**src/stack_allocator_engine_assert.svh**
```systemverilog
// Assertion macros for the stack allocator engine.
// Define NO_ASSERTIONS to compile them out; clock is aclk, reset is aresetn.
`ifndef STACK_ALLOCATOR_ENGINE_ASSERT_SVH
`define STACK_ALLOCATOR_ENGINE_ASSERT_SVH

`ifndef NO_ASSERTIONS

// Expression holds at every clock edge out of reset.
`define SAE_ASSERT_ALWAYS(label, expr) \
    label: assert property (@(posedge aclk) disable iff (!aresetn) (expr)) \
        else $error("stack allocator assertion failed");

// Antecedent implies consequent in the same cycle.
`define SAE_ASSERT_SAME(label, ante, cons) \
    label: assert property (@(posedge aclk) disable iff (!aresetn) (ante) |-> (cons)) \
        else $error("stack allocator assertion failed");

// Antecedent implies consequent in the next cycle.
`define SAE_ASSERT_NEXT(label, ante, cons) \
    label: assert property (@(posedge aclk) disable iff (!aresetn) (ante) |=> (cons)) \
        else $error("stack allocator assertion failed");

`else

`define SAE_ASSERT_ALWAYS(label, expr)
`define SAE_ASSERT_SAME(label, ante, cons)
`define SAE_ASSERT_NEXT(label, ante, cons)

`endif

`endif

```
**src/sae_pkg.sv**
```systemverilog
// Package for the stack allocator engine: widths, limits, status and register codes.
// No dependencies.
`timescale 1ns / 1ps

package sae_pkg;

    localparam int MAX_BLOCKS = 64;
    localparam int TAG_BYTES  = 8;

    localparam int ADDR_W = 32;
    localparam int TOP_W  = 21;
    localparam int REQ_W  = 21;
    localparam int TAG_W  = 21;
    localparam int LG_W   = 4;
    localparam int PAD_W  = (1 << LG_W) - 1;
    localparam int NEED_W = TOP_W + 2;
    localparam int CNT_W  = $clog2(MAX_BLOCKS + 1);
    localparam int PTR_W  = $clog2(MAX_BLOCKS);
    localparam int STAT_W = 3;
    localparam int IDX_W  = 1;

    localparam logic [TOP_W-1:0] REGION_RESET = TOP_W'(1048576);

    localparam logic [0:0] OP_ALLOC = 1'b0;
    localparam logic [0:0] OP_FREE  = 1'b1;

    localparam logic [IDX_W-1:0] REG_BASE_ADDRESS = IDX_W'(0);
    localparam logic [IDX_W-1:0] REG_REGION_SIZE  = IDX_W'(1);

    typedef enum logic [STAT_W-1:0] {
        ST_OK        = 3'd0,
        ST_NO_SPACE  = 3'd1,
        ST_ZERO_SIZE = 3'd2,
        ST_FULL      = 3'd3,
        ST_EMPTY     = 3'd4
    } status_t;

endpackage

```
**src/stack_allocator_engine.sv**
```systemverilog
// Stack allocator engine: LIFO region allocator with aligned allocation.
// Depends on sae_pkg and stack_allocator_engine_assert.svh.
`timescale 1ns / 1ps

// One request per clock unless stalled. A word is accepted whenever the result
// register is empty or being drained, and its status and address appear in the
// result register on the next cycle; the top offset, block count and cached top
// tags are updated at the same edge, so back-to-back allocates and frees run at
// one word per cycle. Tags live in a 64-entry memory; the top two tags are held
// in registers and the one below is fetched by a registered read on each pop,
// which keeps consecutive frees at full rate. No clearing pass after reset.
// Configuration writes take effect at once and are meant for idle periods.
module stack_allocator_engine (
    input  logic                          aclk,
    input  logic                          aresetn,
    input  logic                          cfg_wr_en,
    input  logic [sae_pkg::IDX_W-1:0]     cfg_index,
    input  logic [sae_pkg::ADDR_W-1:0]    cfg_wdata,
    input  logic                          s_valid,
    output logic                          s_ready,
    input  logic                          s_op,
    input  logic [sae_pkg::REQ_W-1:0]     s_request_bytes,
    input  logic [sae_pkg::LG_W-1:0]      s_align_log2,
    output logic                          m_valid,
    input  logic                          m_ready,
    output logic [sae_pkg::ADDR_W-1:0]    m_block_address,
    output logic [sae_pkg::STAT_W-1:0]    m_status
);
    import sae_pkg::*;

    logic [ADDR_W-1:0] base_address_reg;
    logic [TOP_W-1:0]  region_size_reg;
    logic [TOP_W-1:0]  top_offset_reg, top_offset_next;
    logic [CNT_W-1:0]  block_count_reg, block_count_next;
    logic [TAG_W-1:0]  top_tag_reg;
    logic [TAG_W-1:0]  second_tag_reg;
    logic [TAG_W-1:0]  tag_mem [MAX_BLOCKS];

    logic              m_valid_reg;
    logic [ADDR_W-1:0] m_block_address_reg, m_block_address_next;
    status_t           m_status_reg, m_status_next;

    logic              accept;
    logic              do_push, do_pop;
    logic [ADDR_W-1:0] cur_addr;
    logic [PAD_W:0]    align_one;
    logic [PAD_W-1:0]  align_mask;
    logic [PAD_W-1:0]  neg_low;
    logic [PAD_W-1:0]  pad;
    logic [NEED_W-1:0] need;
    logic              fits;
    logic [TAG_W-1:0]  push_tag;
    logic [TAG_W:0]    back;
    logic [PTR_W-1:0]  fetch_ptr;

    assign accept  = s_valid && s_ready;
    assign s_ready = !m_valid_reg || m_ready;

    // Pad the current top up to the alignment.
    assign cur_addr   = base_address_reg + ADDR_W'(top_offset_reg);
    assign align_one  = (PAD_W + 1)'(1) << s_align_log2;
    assign align_mask = PAD_W'(align_one - (PAD_W + 1)'(1));
    assign neg_low    = ~cur_addr[PAD_W-1:0] + PAD_W'(1);
    assign pad        = neg_low & align_mask;
    assign need       = NEED_W'(top_offset_reg) + NEED_W'(pad)
                      + NEED_W'(s_request_bytes) + NEED_W'(TAG_BYTES);
    assign fits       = need <= NEED_W'(region_size_reg);
    assign push_tag   = TAG_W'(pad) + s_request_bytes;
    assign back       = (TAG_W + 1)'(top_tag_reg) + (TAG_W + 1)'(TAG_BYTES);
    // Entry two below the current top becomes the second tag after a pop.
    assign fetch_ptr  = PTR_W'(block_count_reg - CNT_W'(3));

    always_comb begin
        do_push              = 1'b0;
        do_pop               = 1'b0;
        m_status_next        = ST_OK;
        m_block_address_next = '0;
        top_offset_next      = top_offset_reg;
        block_count_next     = block_count_reg;
        if (s_op == OP_ALLOC) begin
            if (s_request_bytes == '0) begin
                m_status_next = ST_ZERO_SIZE;
            end else if (block_count_reg >= CNT_W'(MAX_BLOCKS)) begin
                m_status_next = ST_FULL;
            end else if (!fits) begin
                m_status_next = ST_NO_SPACE;
            end else begin
                do_push              = accept;
                m_block_address_next = cur_addr + ADDR_W'(pad);
                top_offset_next      = need[TOP_W-1:0];
                block_count_next     = block_count_reg + CNT_W'(1);
            end
        end else begin
            if (block_count_reg == '0) begin
                m_status_next = ST_EMPTY;
            end else begin
                do_pop           = accept;
                block_count_next = block_count_reg - CNT_W'(1);
                if (back > (TAG_W + 1)'(top_offset_reg)) begin
                    top_offset_next = '0;
                end else begin
                    top_offset_next = top_offset_reg - TOP_W'(back);
                end
            end
        end
    end

    always_ff @(posedge aclk) begin
        if (!aresetn) begin
            base_address_reg <= '0;
            region_size_reg  <= REGION_RESET;
        end else if (cfg_wr_en) begin
            case (cfg_index)
                REG_BASE_ADDRESS: base_address_reg <= cfg_wdata;
                REG_REGION_SIZE:  region_size_reg  <= cfg_wdata[TOP_W-1:0];
                default: ;
            endcase
        end
    end

    always_ff @(posedge aclk) begin
        if (!aresetn) begin
            top_offset_reg  <= '0;
            block_count_reg <= '0;
            m_valid_reg     <= 1'b0;
        end else begin
            if (accept) begin
                top_offset_reg  <= top_offset_next;
                block_count_reg <= block_count_next;
                m_valid_reg     <= 1'b1;
            end else if (m_ready) begin
                m_valid_reg <= 1'b0;
            end
        end
    end

    always_ff @(posedge aclk) begin
        if (accept) begin
            m_block_address_reg <= m_block_address_next;
            m_status_reg        <= m_status_next;
        end
    end

    // Tag memory holds every live tag; the top two are cached.
    always_ff @(posedge aclk) begin
        if (do_push) begin
            tag_mem[block_count_reg[PTR_W-1:0]] <= push_tag;
        end
    end

    always_ff @(posedge aclk) begin
        if (do_push) begin
            top_tag_reg    <= push_tag;
            second_tag_reg <= top_tag_reg;
        end else if (do_pop) begin
            top_tag_reg    <= second_tag_reg;
            second_tag_reg <= tag_mem[fetch_ptr];
        end
    end

    assign m_valid         = m_valid_reg;
    assign m_block_address = m_block_address_reg;
    assign m_status        = m_status_reg;

`include "stack_allocator_engine_assert.svh"

    `SAE_ASSERT_ALWAYS(a_count_bound, block_count_reg <= CNT_W'(MAX_BLOCKS))
    `SAE_ASSERT_SAME(a_empty_top_zero, block_count_reg == '0, top_offset_reg == '0)
    `SAE_ASSERT_SAME(a_addr_only_on_ok, m_valid_reg && m_status_reg != ST_OK, m_block_address_reg == '0)
    `SAE_ASSERT_NEXT(a_push_counts, do_push, block_count_reg == $past(block_count_reg) + CNT_W'(1))
    `SAE_ASSERT_NEXT(a_pop_counts, do_pop, block_count_reg == $past(block_count_reg) - CNT_W'(1))

endmodule

```
**config.mk**
```make
export PLATFORM = sky130hd
export DESIGN_NAME = stack_allocator_engine
export DESIGN_NICKNAME = d
export VERILOG_FILES = /design/src/sae_pkg.sv /design/src/stack_allocator_engine.sv
export VERILOG_INCLUDE_DIRS = /design/src /design/src/src
export SDC_FILE = /design/constraint.sdc
export NUM_CORES = 2
export LEC_CHECK = 0
export BUFFER_PORTS_ARGS = -buffer_cell sky130_fd_sc_hd__buf_2
export CORE_MARGIN = 2
export CORE_UTILIZATION = 65
export DETAILED_ROUTE_END_ITERATION = 6
export PLACE_DENSITY = 0.93
export SETUP_SLACK_MARGIN = 0.5
export SYNTH_ARGS = -nofsm -noshare
export SYNTH_HDL_FRONTEND = slang
export SYNTH_SLANG_ARGS = --single-unit
export TNS_END_PERCENT = 1
```
**constraint.sdc**
```tcl
create_clock -name aclk -period 22.2 [get_ports aclk]
set_clock_uncertainty 0.15 [all_clocks]
set_input_delay 4.44 -clock aclk [delete_from_list [all_inputs] [get_ports aclk]]
set_output_delay 4.44 -clock aclk [all_outputs]
set_load 0.02 [all_outputs]
```
* After elaboration in Yosys (flattened, before gate mapping) *
Memories as Yosys holds them, arrays and structs flattened.
Cells that the tools add are included.

storage, ports and cells
  register bits = 159
  memories = 1
  output and inout port bits = 37
  input port bits = 64
  word-level logic and storage cells = 76
  RAM bits = 1,344

memory list
  name     depth  width  read ports  clocked after memory_dff  write ports  line                          text
  tag_mem  64     21     1           0                         1            stack_allocator_engine.sv:37  logic [TAG_W-1:0] tag_mem [MAX_BLOCKS];

operators by class
  multiplexer cells = 30
  add/sub/neg operators = 13
  reductions and logical operators = 12
  equality and inequality tests = 3
  shift operators = 1
  bitwise gates (word level) = 4
  order comparisons = 3

operator list
  kind                                                                  number
  21-bit two-way mux                                                    10
  7-bit two-way mux                                                     5
  32-bit by 15-bit adder with 32-bit output                             1
  32-bit by 21-bit adder with 32-bit output                             1
  22-bit by 21-bit adder with 23-bit output                             1
  23-bit by 4-bit adder with 23-bit output, second input constant       1
  23-bit by 21-bit <= comparator with 1-bit output                      1
  21-bit by 15-bit adder with 22-bit output                             1
  21-bit by 4-bit adder with 22-bit output, second input constant       1
  22-bit by 21-bit greater-than comparator with 1-bit output            1
  15-bit by 21-bit adder with 21-bit output                             1
  21-bit logical NOT                                                    1
  21-bit subtractor                                                     1
  15-bit by 1-bit adder with 15-bit output, second input constant       1
  15-bit bitwise AND                                                    1
  15-bit NOT                                                            1
  1-bit by 4-bit << shifter with 15-bit output, first input constant    1
  15-bit by 1-bit subtractor with 15-bit output, second input constant  1
  1-bit two-way mux                                                     11
  7-bit by 1-bit adder with 7-bit output, second input constant         1
  7-bit greater-or-equal comparator, second input constant              1
  7-bit logical NOT                                                     1
  7-bit by 1-bit subtractor with 7-bit output, second input constant    1
  3-bit two-way mux                                                     2
  11 further kinds                                                      18

* Logic depth before layout (Yosys ltp) *
  depth after elaboration = 14
  gate-level depth with buffers = 39

* Worst setup path before layout *
OpenSTA, ideal clock, no wires.

  kind = input -> register
  start = input s_align_log2[3] in the netlist's numbering
  end = memory tag_mem[16][0] (enable)
  data arrival time = 12.295 ns
  path slack = 9.357 ns
  cell stages on the path = 35
  library setup time = 0.399 ns
  data required time = 21.651 ns
  path buffers = 5
  path through = clkbuf_1 > nor2_1 > nand2_1 > ha_1 > buf_1 > xor2_1 > nor2_1 > fa_1 > ha_1 > ha_1 > inv_1 > fa_1 > nor2b_1 > o21ai_0 > a21boi_0 > o21ai_0 > a2111o_1 > a32oi_1 > xor2_1 > ha_1 > a21o_1 > a21o_1 > a21oi_1 > nor2b_1 > o21ai_0 > nand2b_1 > a311oi_1 > o211ai_1 > or3_1 > clkbuf_1 > or2_1 > clkbuf_1 > or4b_2 > clkbuf_1 > nor2_1

on the way
  longest elaborated chain between the ends = 13

ends and longest elaborated chain
  what                                              line                           text
  from (decl)                                       stack_allocator_engine.sv:23   input logic [sae_pkg::LG_W-1:0] s_align_log2,
  1-bit by 4-bit << shifter with 15-bit output      stack_allocator_engine.sv:61   assign align_one = (PAD_W + 1)'(1) << s_align_log2;
  15-bit by 1-bit subtractor with 15-bit output     stack_allocator_engine.sv:62   assign align_mask = PAD_W'(align_one - (PAD_W + 1)'(1));
  15-bit bitwise AND                                stack_allocator_engine.sv:64   assign pad = neg_low & align_mask;
  21-bit by 15-bit adder with 22-bit output         stack_allocator_engine.sv:65   assign need = NEED_W'(top_offset_reg) + NEED_W'(pad)
  22-bit by 21-bit adder with 23-bit output         stack_allocator_engine.sv:66   + NEED_W'(s_request_bytes) + NEED_W'(TAG_BYTES);
  23-bit by 4-bit adder with 23-bit output          stack_allocator_engine.sv:66
  23-bit by 21-bit <= comparator with 1-bit output  stack_allocator_engine.sv:67   assign fits = need <= NEED_W'(region_size_reg);
  1-bit two-way mux                                 stack_allocator_engine.sv:85   end else if (!fits) begin
  1-bit two-way mux                                 stack_allocator_engine.sv:83   end else if (block_count_reg >= CNT_W'(MAX_BLOCKS)) begin
  1-bit two-way mux                                 stack_allocator_engine.sv:81   if (s_request_bytes == '0) begin
  1-bit two-way mux                                 stack_allocator_engine.sv:80   if (s_op == OP_ALLOC) begin
  1-bit two-way mux                                 stack_allocator_engine.sv:146  if (do_push) begin
  1-bit two-way mux (implied by the code)           stack_allocator_engine.sv:147  tag_mem[block_count_reg[PTR_W-1:0]] <= push_tag;
  to (decl)                                         stack_allocator_engine.sv:37

No other way between the ends.

* Worst setup path in the final report *
  start = input s_align_log2[3] in the netlist's numbering
  end = memory tag_mem[21][7] (enable)

Same word-level chain as after synthesis.

==> summary.md <==
| Metric | Value |
|---|---|
| Total clock sinks | `1,503` |
| Final critical-path share of the clock period | `61.6%` |
| Sequential element share of the synthesized area | `68.0%` |
| Status | `finished, violations left` |
| Switching Power | `4.96 mW` |
| Gate power share | `45.0%` |
| Vias | `38,800` |
| Number of failing hold endpoints at the final stage | `0` |
| Setup TNS | `0 ns` |
| Die Width | `321 microns` |
| Sequential fraction of design power | `34.5%` |
| Routed Antenna Nets | `0` |
| Total wire length | `200 mm` |
| Post-synth net total | `3,963` |
| Critical path peak fanout | `36` |
| Element type at the critical path start | `input port` |
| Area of the core | `99,700 sq um` |
| Synthesis-to-finish area growth | `10.5%` |
| Worst hold path class | `reg2reg` |
| Worst path arrival time | `13.91 ns` |
| Placed instance count | `4,988` |
| Remaining routing DRC violations | `6` |
| Number of synthesis warnings | `0` |
| Clock latency of the later-clocked register in the worst-skew pair | `0.81 ns` |
| Wire length of the first global-routing pass | `282 mm` |
| Antenna violations before repair | `24` |
| Reg clk slew, reported paths | `0.06 ns` |
| Highest cell delay on the worst timing path | `1.14 ns` |
| Die height | `321 microns` |
| Count of mapped cells out of synthesis | `3,715` |
| H-Tree Depth | `4` |
| Final non-filler cell total | `5,262` |
| Total leakage power | `23.7 nW` |
| Maximum clock insertion buffer count | `3` |
| Initial Util | `65.4%` |
| Netlist cell types | `89` |
| Count of flip-flops with a built-in enable after synthesis | `1,421` |
| Post-synthesis average cell area | `17.5 sq um` |
| Number of search-and-repair iterations in the first detailed-routing pass | `7` |
| Type of the worst setup path | `in2reg` |
| Proportion of layout cells with a drive suffix above 1 | `23.5%` |
| Cell Int Power | `7.04 mW` |
| Cell area power density | `167 nW/um^2` |
| Clk network pwr share | `20.5%` |
| Worst-case headroom to the max-slew limit | `3.63%` |
| CTS Root Buffer Type | `sky130_fd_sc_hd__clkbuf_16` |
| Final count of negative-setup-slack endpoints | `0` |
| Per-cell routed wire length | `38.1 microns` |
| Count of final max-slew check failures | `0` |
| Synthesized flop and latch total | `1,503` |
| Number of flip-flops under the largest register name | `1,344` |
| Most common flop cell mapped by yosys | `sky130_fd_sc_hd__edfxtp_1` |
| Reported max-cap violation count | `0` |
| Remaining Overflow, GRT | `0` |
| Setup repair after global routing missed its margin | `false` |
| Number of DRC violations after detailed-routing iteration 0 | `6,389` |
| Hold buffers post-CTS | `0` |
| Highest achievable clock rate | `73.2 MHz` |
| Global routing usage summed across all routing layers | `39.7%` |
| Failing checks | `design-rule violations` |
| Final worst path period need | `13.67 ns` |
| Resized Gates After CTS | `0` |
| Pin count of the biggest net entering global routing | `181` |
| Slowest-stage cell, CP | `sky130_fd_sc_hd__nor2_2` |
| Transition at the pin with the smallest max-transition slack | `1.44 ns` |
| Endpoint class of the critical path | `register` |
| Summed instance area of the synthesized netlist | `65,200 sq um` |
| Critical path data required time | `22.44 ns` |
| Most used cell, CP | `sky130_fd_sc_hd__ha_1` |
| Proportion of synthesized flip-flops having asynchronous set or reset | `0%` |
| TritonCTS clock tree | `yes` |
| Port Buffers | `100` |
| FP Rows | `116` |
| Number of CTS-inserted buffers | `144` |
| Number of nets in the finished design | `4,085` |
| Overall die area | `103,000 sq um` |
| Fraction of power spent switching nets | `41.4%` |
| Number of global-route vias before repair | `37,900` |
| Minimum hold slack | `0.312 ns` |
| HPWL reported at the end of detailed placement | `114 mm` |
| Post-CTS setup repair buffer count | `0` |
| Detailed-route vias per instance | `7.37` |
| Final weighted congestion of routability-driven global placement | `0.937` |
| Max rail drop VDD | `556 uV` |
| Top-level I/O count | `101` |
==> worst max-delay path, delay by kind of cell <==
kind | cells | cell delay, ns
and+or+nand+nor | 10 | 3.91
AOI/OAI and AO/OA | 11 | 2.48
adders and majority gates | 6 | 2.00
buffers and inverters | 3 | 0.56
xor gates and xnor gates | 2 | 0.45
==> metrics by stage <==
stage | worst slack [ns] | power [mW] | instance area (sq um) | util [%]
after floorplan | 9.36 | 7.17 | 65200 | -
after global placement | 8.26 | 8.82 | 67500 | 67.7
after detailed placement | 8.03 | 9.16 | 67500 | 67.7
after CTS | 8.69 | 11.7 | 72000 | 72.2
after global routing | 8.22 | 12.2 | 72000 | 72.2
final | 8.53 | 12.0 | 72000 | 72.2
==> cell usage in the layout, fill, tap and decap left out, drive strengths merged, types with 79 or more instances in the layout <==
| cell type | instances |
|---|---|
| mux4 | 420 |
| ha | 163 |
| inv | 158 |
| edfxtp | 1421 |
| a21oi | 165 |
| dfxtp | 82 |
| o21ai | 79 |
| xnor2 | 85 |
| nor2 | 210 |
| buf | 146 |
| nand2 | 233 |
| clkbuf | 184 |
==> path summary, 6_finish.rpt <==
path	slack [ns]	cells past startpoint	start	to
setup / recovery	8.53	32	s_align_log2[3]	tag_mem[21][7]
hold / removal	0.31	2	base_address_reg[16]	base_address_reg[16]
setup reg to reg	10.50	30	top_offset_reg[1]	tag_mem[21][7]
hold reg to reg	0.31	2	base_address_reg[16]	base_address_reg[16]
==> per-layer routing <==
metal  part of all wire (%)  track usage (%)
met1                     31             47.1
met5                   0.11            0.189
met3                     12             11.2
met4                    8.4             26.7
met2                     48             63.6
==> cells in the mapped netlist, types with 6 or more instances <==
library cell               count  area, sq um
sky130_fd_sc_hd__a211o_1       7         61.3
sky130_fd_sc_hd__a211oi_1     10         75.1
sky130_fd_sc_hd__a21o_1       40          300
sky130_fd_sc_hd__a21oi_1     165          826
sky130_fd_sc_hd__a22oi_1       6         45.0
sky130_fd_sc_hd__a311oi_1     13          114
sky130_fd_sc_hd__a31oi_1      13         81.3
sky130_fd_sc_hd__and3_1       12         75.1
sky130_fd_sc_hd__buf_1        37          139
sky130_fd_sc_hd__clkbuf_1    125          469
sky130_fd_sc_hd__dfxtp_1      82         1640
sky130_fd_sc_hd__edfxtp_1   1421        42700
sky130_fd_sc_hd__fa_1         21          420
sky130_fd_sc_hd__ha_1        163         2040
sky130_fd_sc_hd__inv_1       151          567
sky130_fd_sc_hd__mux2_2       36          405
sky130_fd_sc_hd__mux2i_1      28          280
sky130_fd_sc_hd__mux4_2      420         9460
sky130_fd_sc_hd__nand2_1     233          875
sky130_fd_sc_hd__nand2b_1     16          100
sky130_fd_sc_hd__nand3_1      32          160
sky130_fd_sc_hd__nand4_1      19          119
sky130_fd_sc_hd__nor2_1      209          785
sky130_fd_sc_hd__nor2b_1      12         75.1
sky130_fd_sc_hd__nor3_1       32          160
sky130_fd_sc_hd__nor3b_1      11         82.6
sky130_fd_sc_hd__nor4_1        9         56.3
sky130_fd_sc_hd__o211ai_1     12         90.1
sky130_fd_sc_hd__o21a_1       18          135
sky130_fd_sc_hd__o21ai_0      76          380
sky130_fd_sc_hd__o21bai_1     16          120
sky130_fd_sc_hd__or2_2         9         56.3
sky130_fd_sc_hd__or3_1        13         81.3
sky130_fd_sc_hd__xnor2_1      85          744
sky130_fd_sc_hd__xor2_1       52          455
==> logic make-up (layout without fill, tap and decap cells) <==
group / after synthesis / in the layout / share of synthesized area (%)
compound gates: 439 / 439 / 4.37
xor+xnor: 137 / 137 / 1.84
fa+ha+maj: 184 / 184 / 3.77
buf+inv: 321 / 561 / 1.91
flops: 1503 / 1503 / 68.0
mux: 484 / 484 / 15.6
other cells: 0 / 9 / 0
simple gates: 647 / 647 / 4.56
==> power by group through the flow <==
| stage | combinational [mW] | sequential (mW) | clock, mW |
|---|---|---|---|
| final | 5.41 | 4.14 | 2.46 |
| after global routing | 5.52 | 4.14 | 2.55 |
| after CTS | 5.16 | 4.13 | 2.45 |
| after detailed placement | 4.98 | 4.18 | 0 |
| after global placement | 4.67 | 4.16 | 0 |
| after floorplan | 2.99 | 4.18 | 0 |
==> cell type report <==
| cell class | count | area, sq um |
|---|---|---|
| flip-flops and latches | 1503 | 44300 |
| fillers | 5357 | 27700 |
| multi-input cells | 1891 | 20100 |
| clock buffers | 184 | 3860 |
| well taps | 1298 | 1620 |
| repair buffers | 146 | 891 |
| clock inverters | 80 | 649 |
| inverters | 151 | 567 |
| diodes | 9 | 22.5 |
Note: power is estimated with default switching activity, not from simulation.
